$ cat config.mk
export PLATFORM = sky130hd
export DESIGN_NAME = ir_nibble_sum_frame_decoder
export DESIGN_NICKNAME = d
export VERILOG_FILES = /design/src/hw/rtl/irnsfd_pkg.sv /design/src/hw/rtl/irnsfd_match.sv /design/src/hw/rtl/ir_nibble_sum_frame_decoder.sv
export SDC_FILE = /design/constraint.sdc
export NUM_CORES = 1
export LEC_CHECK = 0
export BUFFER_PORTS_ARGS = -buffer_cell sky130_fd_sc_hd__buf_2
export CORE_MARGIN = 2
export CORE_UTILIZATION = 28
export DETAILED_ROUTE_END_ITERATION = 8
export PLACE_DENSITY = 0.51
export SLEW_MARGIN = 15
export SYNTH_ARGS = -nofsm -noshare
export SYNTH_HDL_FRONTEND = slang
export SYNTH_SLANG_ARGS = --single-unit
export TNS_END_PERCENT = 1
$ cat constraint.sdc
create_clock -name clk_i -period 8.18 [get_ports clk_i]
set_input_delay 0.409 -clock clk_i [delete_from_list [all_inputs] [get_ports clk_i]]
set_output_delay 0.409 -clock clk_i [all_outputs]
set_load 0.02 [all_outputs]
$ cat src/hw/rtl/irnsfd_pkg.sv
// ----------------------------------------------------------------------------
// irnsfd_pkg
// shared types and constants of the pulse-distance ir frame decoder
// ----------------------------------------------------------------------------
package irnsfd_pkg;

  // nominal pulse lengths, microseconds
  localparam int unsigned NOM_W = 14;
  localparam logic [NOM_W-1:0] HDR_MARK_US   = 14'd8360;
  localparam logic [NOM_W-1:0] HDR_SPACE_US  = 14'd4248;
  localparam logic [NOM_W-1:0] BIT_MARK_US   = 14'd554;
  localparam logic [NOM_W-1:0] ONE_SPACE_US  = 14'd1592;
  localparam logic [NOM_W-1:0] ZERO_SPACE_US = 14'd545;

  // tolerance register
  localparam int unsigned TOL_W = 7;
  localparam logic [TOL_W-1:0] TOL_RESET = 7'd25;

  // scaled bound width: (100 + 127) * 8360 fits in 21 bits
  localparam int unsigned FAC_W = 8;
  localparam int unsigned Y_W   = 21;

  localparam int unsigned BYTE_W   = 8;
  localparam int unsigned NIBBLE_W = 4;
  localparam int unsigned STATUS_W = 3;

  typedef enum logic [STATUS_W-1:0] {
    ST_OK         = 3'd0,
    ST_BAD_HEADER = 3'd1,
    ST_BAD_BIT    = 3'd2,
    ST_CHECKSUM   = 3'd3,
    ST_SHORT      = 3'd4
  } status_e;

  typedef struct packed {
    logic hdr_mark;
    logic hdr_space;
    logic bit_mark;
    logic one_space;
    logic zero_space;
  } match_t;

endpackage

$ cat src/hw/rtl/irnsfd_match.sv
// ----------------------------------------------------------------------------
// irnsfd_match
// compares one pulse duration against the five nominal lengths within the
// programmed percentage tolerance, without division
// ----------------------------------------------------------------------------
module irnsfd_match import irnsfd_pkg::*; #(
  parameter int unsigned DURATION_BITS = 16
) (
  input  logic [DURATION_BITS-1:0] dur_i,
  input  logic [TOL_W-1:0]         tol_i,
  output match_t                   match_o
);

  localparam int unsigned CMP_W    = DURATION_BITS + 7;
  localparam int unsigned PCT_FULL = 100;
  localparam int unsigned PCT_RND  = PCT_FULL - 1;

  logic [FAC_W-1:0] fac_lo;
  logic [FAC_W-1:0] fac_hi;
  logic [CMP_W-1:0] d100;

  // d >= floor(y_lo/100) <=> 100*d + 99 >= y_lo ; d <= floor(y_hi/100) <=> 100*d <= y_hi
  function automatic logic fits(input logic [CMP_W-1:0] d_s, input logic [FAC_W-1:0] f_lo,
                                input logic [FAC_W-1:0] f_hi, input logic [NOM_W-1:0] nom);
    logic [Y_W-1:0] y_lo;
    logic [Y_W-1:0] y_hi;
    y_lo = Y_W'(f_lo) * Y_W'(nom);
    y_hi = Y_W'(f_hi) * Y_W'(nom);
    return ((d_s + CMP_W'(PCT_RND)) >= CMP_W'(y_lo)) && (d_s <= CMP_W'(y_hi));
  endfunction

  always_comb begin
    fac_hi = FAC_W'(PCT_FULL) + FAC_W'(tol_i);
    if (tol_i >= TOL_W'(PCT_FULL)) begin
      fac_lo = '0;
    end else begin
      fac_lo = FAC_W'(PCT_FULL) - FAC_W'(tol_i);
    end
  end

  assign d100 = CMP_W'(dur_i) * CMP_W'(PCT_FULL);

  assign match_o.hdr_mark   = fits(d100, fac_lo, fac_hi, HDR_MARK_US);
  assign match_o.hdr_space  = fits(d100, fac_lo, fac_hi, HDR_SPACE_US);
  assign match_o.bit_mark   = fits(d100, fac_lo, fac_hi, BIT_MARK_US);
  assign match_o.one_space  = fits(d100, fac_lo, fac_hi, ONE_SPACE_US);
  assign match_o.zero_space = fits(d100, fac_lo, fac_hi, ZERO_SPACE_US);

endmodule

$ cat src/hw/rtl/ir_nibble_sum_frame_decoder.sv
// ----------------------------------------------------------------------------
// ir_nibble_sum_frame_decoder
// pulse-distance ir frame decoder with nibble-sum checksum
// ----------------------------------------------------------------------------
// channel  dir  transfer when        payload
// s_axis   in   tvalid & tready      tdata: duration_us, tuser: is_mark,
//                                    tlast: capture_end
// m_axis   out  tvalid & tready      tdata: status, data_byte, byte_index,
//                                    tlast: last
// cfg      in   cfg_valid & ready    cfg_data: tolerance_percent
//
// one pulse per cycle unless held by m_axis or the byte burst; a good frame
// drains 14 bytes from the byte store, one per cycle while m_axis is ready;
// pulses that make no result and write no byte keep flowing meanwhile
// the output register holds a result under m_axis stall, result-free pulses
// still pass; rst_ni clears control state, the byte store is not cleared
// ----------------------------------------------------------------------------
module ir_nibble_sum_frame_decoder import irnsfd_pkg::*; #(
  parameter int unsigned DATA_BYTES    = 14,
  parameter int unsigned DURATION_BITS = 16
) (
  input  logic clk_i,
  input  logic rst_ni,

  input  logic                                 s_axis_tvalid,
  output logic                                 s_axis_tready,
  input  logic [((DURATION_BITS+7)/8)*8-1:0]   s_axis_tdata,  // duration_us
  input  logic                                 s_axis_tuser,  // is_mark
  input  logic                                 s_axis_tlast,  // capture_end

  output logic                                 m_axis_tvalid,
  input  logic                                 m_axis_tready,
  // status, data_byte, byte_index
  output logic [((STATUS_W+BYTE_W+((DATA_BYTES > 1) ? $clog2(DATA_BYTES) : 1)+7)/8)*8-1:0]
                                               m_axis_tdata,
  output logic                                 m_axis_tlast,  // last

  input  logic                                 cfg_valid_i,
  output logic                                 cfg_ready_o,
  input  logic [TOL_W-1:0]                     cfg_data_i
);

  localparam int unsigned IN_W  = ((DURATION_BITS + 7) / 8) * 8;
  localparam int unsigned IDX_W = (DATA_BYTES > 1) ? $clog2(DATA_BYTES) : 1;
  localparam int unsigned CNT_W = $clog2(DATA_BYTES + 1);
  localparam int unsigned OUT_W = ((STATUS_W + BYTE_W + IDX_W + 7) / 8) * 8;
  localparam int unsigned POS_W = 3;

  typedef enum logic [5:0] {
    PH_HMARK  = 6'b000001,
    PH_HSPACE = 6'b000010,
    PH_FMARK  = 6'b000100,
    PH_SPACE  = 6'b001000,
    PH_MARK   = 6'b010000,
    PH_IGNORE = 6'b100000
  } phase_e;

  logic [TOL_W-1:0]         tol_q;

  logic                     in_valid_q;
  logic                     in_mark_q;
  logic                     in_end_q;
  logic [DURATION_BITS-1:0] in_dur_q;

  phase_e                   phase_q, phase_d, phase_nx;
  logic [POS_W-1:0]         bitpos_q;
  logic [CNT_W-1:0]         bytecnt_q;
  logic [BYTE_W-1:0]        shift_q;
  logic [BYTE_W-1:0]        sum_q;
  logic [BYTE_W-1:0]        store_q [DATA_BYTES];

  logic                     out_valid_q;
  status_e                  out_status_q;
  logic [BYTE_W-1:0]        out_byte_q;
  logic [IDX_W-1:0]         out_idx_q;
  logic                     out_last_q;
  logic                     burst_q;
  logic [IDX_W-1:0]         burst_idx_q;

  match_t                   match;
  status_e                  err_code;
  logic                     err;
  logic                     done;
  logic                     set_bit;
  logic                     clear_frame;
  logic                     adv_bit;
  logic                     store_we;
  logic                     short_end;
  logic                     single;
  logic                     produces;
  logic                     out_free;
  logic                     proc;
  logic                     s_fire;

  logic                     out_load;
  status_e                  out_status_d;
  logic [BYTE_W-1:0]        out_byte_d;
  logic [IDX_W-1:0]         out_idx_d;
  logic                     out_last_d;
  logic                     burst_end;

  irnsfd_match #(
    .DURATION_BITS (DURATION_BITS)
  ) u_match (
    .dur_i   (in_dur_q),
    .tol_i   (tol_q),
    .match_o (match)
  );

  // config
  assign cfg_ready_o = 1'b1;

  always_ff @(posedge clk_i or negedge rst_ni) begin
    if (!rst_ni) begin
      tol_q <= TOL_RESET;
    end else if (cfg_valid_i) begin
      tol_q <= cfg_data_i;
    end
  end

  // decode
  always_comb begin
    phase_nx    = phase_q;
    err         = 1'b0;
    err_code    = ST_OK;
    done        = 1'b0;
    set_bit     = 1'b0;
    clear_frame = 1'b0;
    adv_bit     = 1'b0;
    store_we    = 1'b0;
    unique case (phase_q)
      PH_HMARK: begin
        if (in_mark_q && match.hdr_mark) begin
          phase_nx = PH_HSPACE;
        end else begin
          err      = 1'b1;
          err_code = ST_BAD_HEADER;
        end
      end
      PH_HSPACE: begin
        if (!in_mark_q && match.hdr_space) begin
          phase_nx = PH_FMARK;
        end else begin
          err      = 1'b1;
          err_code = ST_BAD_HEADER;
        end
      end
      PH_FMARK: begin
        if (in_mark_q && match.bit_mark) begin
          phase_nx    = PH_SPACE;
          clear_frame = 1'b1;
        end else begin
          err      = 1'b1;
          err_code = ST_BAD_HEADER;
        end
      end
      PH_SPACE: begin
        if (!in_mark_q && match.one_space) begin
          set_bit  = 1'b1;
          phase_nx = PH_MARK;
        end else if (!in_mark_q && match.zero_space) begin
          phase_nx = PH_MARK;
        end else begin
          err      = 1'b1;
          err_code = ST_BAD_BIT;
        end
      end
      PH_MARK: begin
        if (in_mark_q && match.bit_mark) begin
          adv_bit  = 1'b1;
          phase_nx = PH_SPACE;
          if (bitpos_q == '1) begin
            if (bytecnt_q < CNT_W'(DATA_BYTES)) begin
              store_we = 1'b1;
            end else begin
              if (sum_q == shift_q) begin
                done = 1'b1;
              end else begin
                err      = 1'b1;
                err_code = ST_CHECKSUM;
              end
              phase_nx = PH_IGNORE;
            end
          end
        end else begin
          err      = 1'b1;
          err_code = ST_BAD_BIT;
        end
      end
      PH_IGNORE: begin
      end
      default: begin
      end
    endcase
    if (err) begin
      phase_nx = PH_IGNORE;
    end
    short_end = in_end_q && !err && !done && (phase_nx != PH_HMARK) && (phase_nx != PH_IGNORE);
    phase_d   = in_end_q ? PH_HMARK : phase_nx;
  end

  assign single   = err || short_end;
  assign produces = single || done;
  assign out_free = !out_valid_q || m_axis_tready;
  assign proc     = in_valid_q
                    && (!produces || (!burst_q && out_free))
                    && !(burst_q && store_we);

  // input register
  assign s_axis_tready = !in_valid_q || proc;
  assign s_fire        = s_axis_tvalid && s_axis_tready;

  always_ff @(posedge clk_i or negedge rst_ni) begin
    if (!rst_ni) begin
      in_valid_q <= 1'b0;
    end else if (s_fire) begin
      in_valid_q <= 1'b1;
    end else if (proc) begin
      in_valid_q <= 1'b0;
    end
  end

  always_ff @(posedge clk_i) begin
    if (s_fire) begin
      in_mark_q <= s_axis_tuser;
      in_end_q  <= s_axis_tlast;
      in_dur_q  <= s_axis_tdata[DURATION_BITS-1:0];
    end
  end

  // frame state
  always_ff @(posedge clk_i or negedge rst_ni) begin
    if (!rst_ni) begin
      phase_q   <= PH_HMARK;
      bitpos_q  <= '0;
      bytecnt_q <= '0;
      shift_q   <= '0;
      sum_q     <= '0;
    end else if (proc) begin
      phase_q <= phase_d;
      if (clear_frame) begin
        bitpos_q  <= '0;
        bytecnt_q <= '0;
        shift_q   <= '0;
        sum_q     <= '0;
      end else begin
        if (adv_bit) begin
          bitpos_q <= bitpos_q + POS_W'(1);
        end
        if (set_bit) begin
          shift_q <= shift_q | (BYTE_W'(1) << bitpos_q);
        end else if (store_we) begin
          shift_q   <= '0;
          sum_q     <= sum_q + BYTE_W'(shift_q[BYTE_W-1:NIBBLE_W])
                             + BYTE_W'(shift_q[NIBBLE_W-1:0]);
          bytecnt_q <= bytecnt_q + CNT_W'(1);
        end
      end
    end
  end

  always_ff @(posedge clk_i) begin
    if (proc && store_we) begin
      store_q[bytecnt_q[IDX_W-1:0]] <= shift_q;
    end
  end

  // result register and byte burst
  always_comb begin
    out_load     = 1'b0;
    out_status_d = ST_OK;
    out_byte_d   = '0;
    out_idx_d    = '0;
    out_last_d   = 1'b1;
    burst_end    = 1'b0;
    if (proc && single) begin
      out_load     = 1'b1;
      out_status_d = err ? err_code : ST_SHORT;
    end else if (proc && done) begin
      out_load   = 1'b1;
      out_byte_d = store_q[0];
      out_last_d = (DATA_BYTES == 1);
    end else if (burst_q && out_free) begin
      out_load   = 1'b1;
      out_byte_d = store_q[burst_idx_q];
      out_idx_d  = burst_idx_q;
      burst_end  = (burst_idx_q == IDX_W'(DATA_BYTES - 1));
      out_last_d = burst_end;
    end
  end

  always_ff @(posedge clk_i or negedge rst_ni) begin
    if (!rst_ni) begin
      out_valid_q <= 1'b0;
      burst_q     <= 1'b0;
      burst_idx_q <= '0;
    end else begin
      if (out_load) begin
        out_valid_q <= 1'b1;
      end else if (m_axis_tready) begin
        out_valid_q <= 1'b0;
      end
      if (proc && done) begin
        burst_q     <= (DATA_BYTES > 1);
        burst_idx_q <= IDX_W'(1);
      end else if (burst_q && out_free) begin
        burst_idx_q <= burst_idx_q + IDX_W'(1);
        if (burst_end) begin
          burst_q <= 1'b0;
        end
      end
    end
  end

  always_ff @(posedge clk_i) begin
    if (out_load) begin
      out_status_q <= out_status_d;
      out_byte_q   <= out_byte_d;
      out_idx_q    <= out_idx_d;
      out_last_q   <= out_last_d;
    end
  end

  assign m_axis_tvalid = out_valid_q;
  assign m_axis_tdata  = OUT_W'({out_idx_q, out_byte_q, out_status_q});
  assign m_axis_tlast  = out_last_q;

  // checks
  a_burst_no_result : assert property (@(posedge clk_i) disable iff (!rst_ni)
    (burst_q && proc) |-> !produces)
    else $error("result made while byte burst drains");

  a_burst_no_store : assert property (@(posedge clk_i) disable iff (!rst_ni)
    burst_q |-> !(proc && store_we))
    else $error("byte store written while byte burst drains");

  a_done_first_byte : assert property (@(posedge clk_i) disable iff (!rst_ni)
    (proc && done) |=> (out_valid_q && out_idx_q == '0 && out_status_q == ST_OK))
    else $error("frame burst does not start at byte zero");

  a_error_is_last : assert property (@(posedge clk_i) disable iff (!rst_ni)
    (out_valid_q && out_status_q != ST_OK) |-> out_last_q)
    else $error("error status not flagged last");

endmodule

**After elaboration in Yosys (flattened, before gate mapping)**

Memory sizes are Yosys's and may differ from the RTL's.
Index checks and enable logic that the tools add are counted.

- Add/subtract/negate cells: 8
- Multiply operators: 11
- Order comparisons: 12
- Equality and inequality tests: 11
- Shifts and indexed selects: 1
- Muxes and demuxes: 79
- Bitwise operators: 2
- Reduce and logical (&&, ||, !) cells: 49

Operators with widths:

| kind | number |
|---|---|
| multiplier 8 x 10 -> 18 bit (second input constant) | 4 |
| 2-to-1 mux 8 bit | 9 |
| 2-to-1 mux 6 bit | 10 |
| >= comparator 23 x 18 -> 1 bit | 2 |
| >= comparator 23 x 21 -> 1 bit | 2 |
| <= comparator 23 x 18 -> 1 bit | 2 |
| <= comparator 23 x 21 -> 1 bit | 2 |
| 2-to-1 mux 1 bit | 43 |
| multiplier 8 x 11 -> 18 bit (second input constant) | 2 |
| multiplier 8 x 9 -> 17 bit (second input constant) | 2 |
| multiplier 8 x 8 -> 16 bit (second input constant) | 2 |
| case mux 6 bit (5 select lines) | 1 |
| adder 23 x 7 -> 23 bit (second input constant) | 1 |
| >= comparator 23 x 19 -> 1 bit | 1 |
| <= comparator 23 x 19 -> 1 bit | 1 |
| logical AND 1 bit | 23 |
| multiplier 16 x 5 -> 21 bit (second input constant) | 1 |
| 2-to-1 mux 4 bit | 5 |
| adder 8 x 4 -> 8 bit | 2 |
| case mux 3 bit (5 select lines) | 1 |
| 2-to-1 mux 3 bit | 4 |
| nonzero test 2 bit | 6 |
| 2-to-1 mux 2 bit | 5 |
| adder 4 x 1 -> 4 bit (second input constant) | 2 |
| 26 further kinds | 40 |

- Register bits after elaboration: 77
- Memory bits (writable): 112
- Bits of input ports: 30
- Output and inout bits: 20
- Memories kept: 1

Memory list:

| name | words | bits a word | rd ports | clocked after Yosys merged registers in | write ports | RTL line | text |
|---|---|---|---|---|---|---|---|
| store_q | 14 | 8 | 2 | 0 | 1 | ir_nibble_sum_frame_decoder.sv:70 | `logic [BYTE_W-1:0] store_q [DATA_BYTES];` |

**Depth between registers and ports, before layout**

- Word-level depth: 26
- Depth in mapped cells: 40
- Gate-level depth less buffers: 37

**Modules after synthesis**

From an unflattened synthesis, not the netlist that was laid out.

- Cells, all modules: 2,193
- Area, all modules: 22,097.4 µm²

By module, submodules not included:

| module | times used | cells an instance | area an instance (µm²) | sequential area each (µm²) |
|---|---|---|---|---|
| irnsfd_match | 1 | 1,662 | 13,758.2 | 0.0 |
| ir_nibble_sum_frame_decoder | 1 | 531 | 8,339.2 | 5,465.2 |

**Least setup slack after synthesis**

Ideal clock, no wire load.

- Kind: register to register
- Start: reg tol_q[0]
- End: mem store_q[0][0], enable pin
- Setup time: 0.383 ns
- Arrival: 8.673 ns
- Data required time: 7.797 ns
- Path slack: -0.877 ns
- Stages on the path, launching flop included: 37
- Period minus slack after synthesis: 9.057 ns
- Path through: dfstp_2 clkinv_1 ha_1 nand2_1 nand3_1 nor3_1 ha_1 ha_1 inv_1 fa_1 inv_1 ha_1 ha_1 inv_1 o21bai_1 a21oi_1 o21ai_0 a21oi_1 o21bai_1 a21o_1 a21o_1 nand2_1 xnor2_1 ha_1 o21ai_0 a2111oi_0 nand2_1 nand2_1 a31oi_1 o41ai_1 a21oi_1 a221oi_1 a41oi_1 o21ai_2 nand2_2 buf_2 nor3_1

- Word-level cells in the longest chain between the ends: 23
- Elaborated cells on any way between the ends: 72
- Classes of those cells: add/sub: 2; mul: 10; order compare: 11; eq/ne: 2; mux: 22; reduce/logical: 25

Ends and longest elaborated chain:

| element | RTL line | text |
|---|---|---|
| start: declaration | ir_nibble_sum_frame_decoder.sv:58 | `logic [TOL_W-1:0] tol_q;` |
| start signal: assignment | ir_nibble_sum_frame_decoder.sv:117 | `tol_q <= cfg_data_i;` |
| branches (longest 20 deep; another with >= comparator 23 x 18 -> 1 bit) | - |  |
| logical AND 1 bit (*) | ir_nibble_sum_frame_decoder.sv:263 | `if (proc && store_we) begin` |
| 2-to-1 mux 1 bit (*) | ir_nibble_sum_frame_decoder.sv:263 |  |
| 2-to-1 mux 1 bit (not written as such) (*) | ir_nibble_sum_frame_decoder.sv:264 | `store_q[bytecnt_q[IDX_W-1:0]] <= shift_q;` |
| end: declaration | ir_nibble_sum_frame_decoder.sv:70 |  |

Every way passes the cells marked *.

**Worst setup path in the final report**

- Start: reg tol_q[3]
- End: out s_axis_tready

- Word-level cells in the longest chain between the ends: 21
- Elaborated cells on any way between the ends: 70
- Classes of those cells: add/sub: 2; mul: 10; order compare: 11; eq/ne: 2; mux: 20; reduce/logical: 25

Ends and longest elaborated chain:

| element | RTL line | text |
|---|---|---|
| branches (longest 19 deep; another with >= comparator 23 x 18 -> 1 bit) | - |  |
| logical AND 1 bit (*) | ir_nibble_sum_frame_decoder.sv:207 | `&& !(burst_q && store_we);` |
| logical OR 1 bit (*) | ir_nibble_sum_frame_decoder.sv:210 | `assign s_axis_tready = !in_valid_q \|\| proc;` |
| end: declaration | ir_nibble_sum_frame_decoder.sv:26 | `output logic s_axis_tready,` |

Marks and branches as above.

==> results_dict.tcl <==
set metrics [dict create \
    synth_warnings 0 \
    clkTransAtPathRegs_ns 0.09 \
    final_common_cell "ha_1" \
    ctsHoldBuffers 0 \
    antennaDiodeCount 0 \
    place.gp.congestion 0.882 \
    cts.sinks 189 \
    grt_first_pass_wirelength_mm 93.2 \
    synth_area_mm2 0.0215 \
    num_vias 16400 \
    nNetsFinal 2889 \
    cts_buffers 17 \
    startpoint_type "flop" \
    slew-limit-headroom_pct 17.0 \
    period_needed_ns 8.08 \
    die_height_um 281 \
    ys_async_sr_fraction_pct 22.8 \
    skew_ns 0.0234 \
    yosys_register_bits 189 \
    crit_path_top_delay_cell "dfstp_2" \
    portBuffers 47 \
    area_delta_synth_final_pct 20.7 \
    maxCapViolations 0 \
    drcViolationCount 0 \
    cp_max_fo 5 \
    design.core.area_mm2 0.0759 \
    cts_tree "done" \
    antenna_found_initial 0 \
    insertion_delay_ns 0.49 \
    ctsHtreeMaxLevel 4 \
    grt_max_degree 44 \
    outcome "complete, no violations" \
    initial_core_util_pct 28.3 \
    viasPerCell 4.91 \
    end_kind "output port" \
    ys_seq_area_share_pct 25.4 \
    cpMostUsedCell "ha_4" \
    post-route-period-util_pct 98.8 \
    ant_nets 0 \
    fillers 7614 \
    die_area_mm2 0.0790 \
    hpwl_mm 48.2 \
    yosysUniqueCellTypes 89 \
    fmax_ghz 0.124 \
    rsz0062_at_grt "true" \
    wirelength_mm 60.0 \
    root_buffer "clkbuf_16" \
    critical_path_class "reg2out" \
    rows 101 \
    synth_edf_count 146 \
    arrival_ns 7.67 \
    clock_tree.buffer_depth 2 \
    slew_viol_final 0 \
    max_slew.worst_pin.slew_ns 1.24 \
    min_path_type "in2async" \
    synth_nets 2708 \
    cpPeakStageDelay_ns 0.58 \
    required_ns 7.77 \
    drive_gt1_share_pct 20.6 \
    grt_pass1_vias 16900 \
    layout_common_cells "ha_1, inv_1, edfxtp_1" \
    syn_avg_cell_area_um2 10.2 \
    first_iter_violations 808 \
    setup_viol 0 \
    grt_overflow_total 0 \
    die_x_um 281 \
    yosys_most_used_dff "edfxtp_1" \
    wl_per_cell_um 18.0 \
    grtUsageTotal_pct 15.2 \
    hold_viol_final 0 \
    ios 50 \
    placed_cell_area_mm2 0.0239 \
    final_area_mm2 0.0259 \
    synth_cells 2113 \
    dr.pass1.iters 5 \
]
## synthesized netlist by cell type (all sizes together) (17+ instances only)
cell type    n  area share, %
nand2      109            1.9
dfrtp       39            4.5
a31oi       22           0.64
o21a        23           0.80
o21ai       68            1.6
nor2        83            1.5
xnor2       93            3.8
inv        270            4.7
mux4        32            3.4
fa          61            5.7
xor2        56            2.3
edfxtp     146             20
nor3        36           0.84
nand3       22           0.54
nand4       31           0.90
ha         504             29
clkbuf      21           0.37
nor2b       27           0.79
and3        17           0.50
a21oi      122            2.9
o21bai      32            1.1
nand2b      26           0.76
a21o        58            2.0
## final timing paths
| kind | from | end | slack, ns | cells past startpoint |
|---|---|---|---|---|
| worst min-delay path | rst_ni | m_axis_tvalid$_DFFE_PN0P_ | 0.02 | 2 |
| max in group asynchronous | rst_ni | tol_q[2]$_DFFE_PN0P_ | 7.67 | 2 |
| worst max-delay path | tol_q[3]$_DFFE_PN1P_ | s_axis_tready | 0.1 | 35 |
| min in group clk_i | s_axis_tdata[15] | in_dur_q[15]$_DFFE_PP_ | 0.10 | 1 |
| worst min register to register | in_end_q$_DFFE_PP_ | phase_q[5]$_DFFE_PN0P_ | 0.54 | 1 |
| worst max register to register | tol_q[3]$_DFFE_PN1P_ | store_q[6][6]$_DFFE_PP_ | 0.22 | 38 |
## state kept, by name (all words and copies together) (netlist names)
name / cells
m_axis_tvalid: 1
phase_q: 6
burst_q: 1
bytecnt_q: 4
store_q: 112
out_idx_q: 4
bitpos_q: 3
sum_q: 8
in_dur_q: 16
burst_idx_q: 4
in_valid_q: 1
m_axis_tlast: 1
out_status_q: 3
tol_q: 7
in_mark_q: 1
out_byte_q: 8
shift_q: 8
in_end_q: 1
## stage by stage
stage / utilization, % / instances / setup TNS (ns) / worst slack (ns) / hold WS [ns]
finish: 34.2 / 3337 / 0 / 0.0979 / 0.0235
global route: 34.2 / 3337 / -7.71 / -0.203 / 0.0691
CTS: 32.8 / 3301 / 0 / 0.00140 / 0.0316
detailed placement: 31.4 / 3257 / -8.82 / -0.141 / 0.523
global placement: 31.4 / 3257 / -0.718 / -0.0381 / 0.516
floorplan: - / 2113 / 0 / 0.00922 / 0.113
## per-layer routing
layer	part of all wire (%)	GRT usage (%)
met1	45	19.3
met2	50	26.8
met3	2.6	1.67
met4	2.6	5.06
met5	0	0
## layout make-up
cell class,instances,area [µm²],area share (%)
inverters,271,1030,3.97
clock inverters,14,178,0.685
repair buffers,199,1560,6.01
flip-flops and latches,189,5470,21.1
well taps,1030,1290,4.97
clock buffers,18,429,1.65
multi-input cells,1616,16000,61.6
## cells by family (layout without fill, tap and decap cells)
| family | Yosys count | after routing | synth area share, % |
|---|---|---|---|
| AOI/OAI and AO/OA | 434 | 434 | 13.5 |
| and+or+nand+nor | 411 | 411 | 9.80 |
| DFF | 189 | 189 | 25.4 |
| buffers and inverters | 308 | 502 | 5.52 |
| other | 2 | 2 | 0.0350 |
| muxes | 50 | 50 | 4.29 |
| adders and majority gates | 570 | 570 | 35.3 |
| xor gates and xnor gates | 149 | 149 | 6.14 |
## critical path, delay by kind of cell, from the launching register on
family	cells	cell delay, ns
AO/OA/AOI/OAI	12	2.09
adder cells (fa/ha/maj)	7	1.99
AND/OR/NAND/NOR	7	1.31
buffers and inverters	9	1.21
flip-flops	1	0.58
## what timing repair did
action,4_1_cts,5_1_grt
resized for setup,70,132
endpoints found under the setup margin,150,177
pin swaps,28,84
setup buffers,12,36
Power is not shown: default switching activity piles up to over one toggle a cycle in this logic, so the estimate is an artifact.
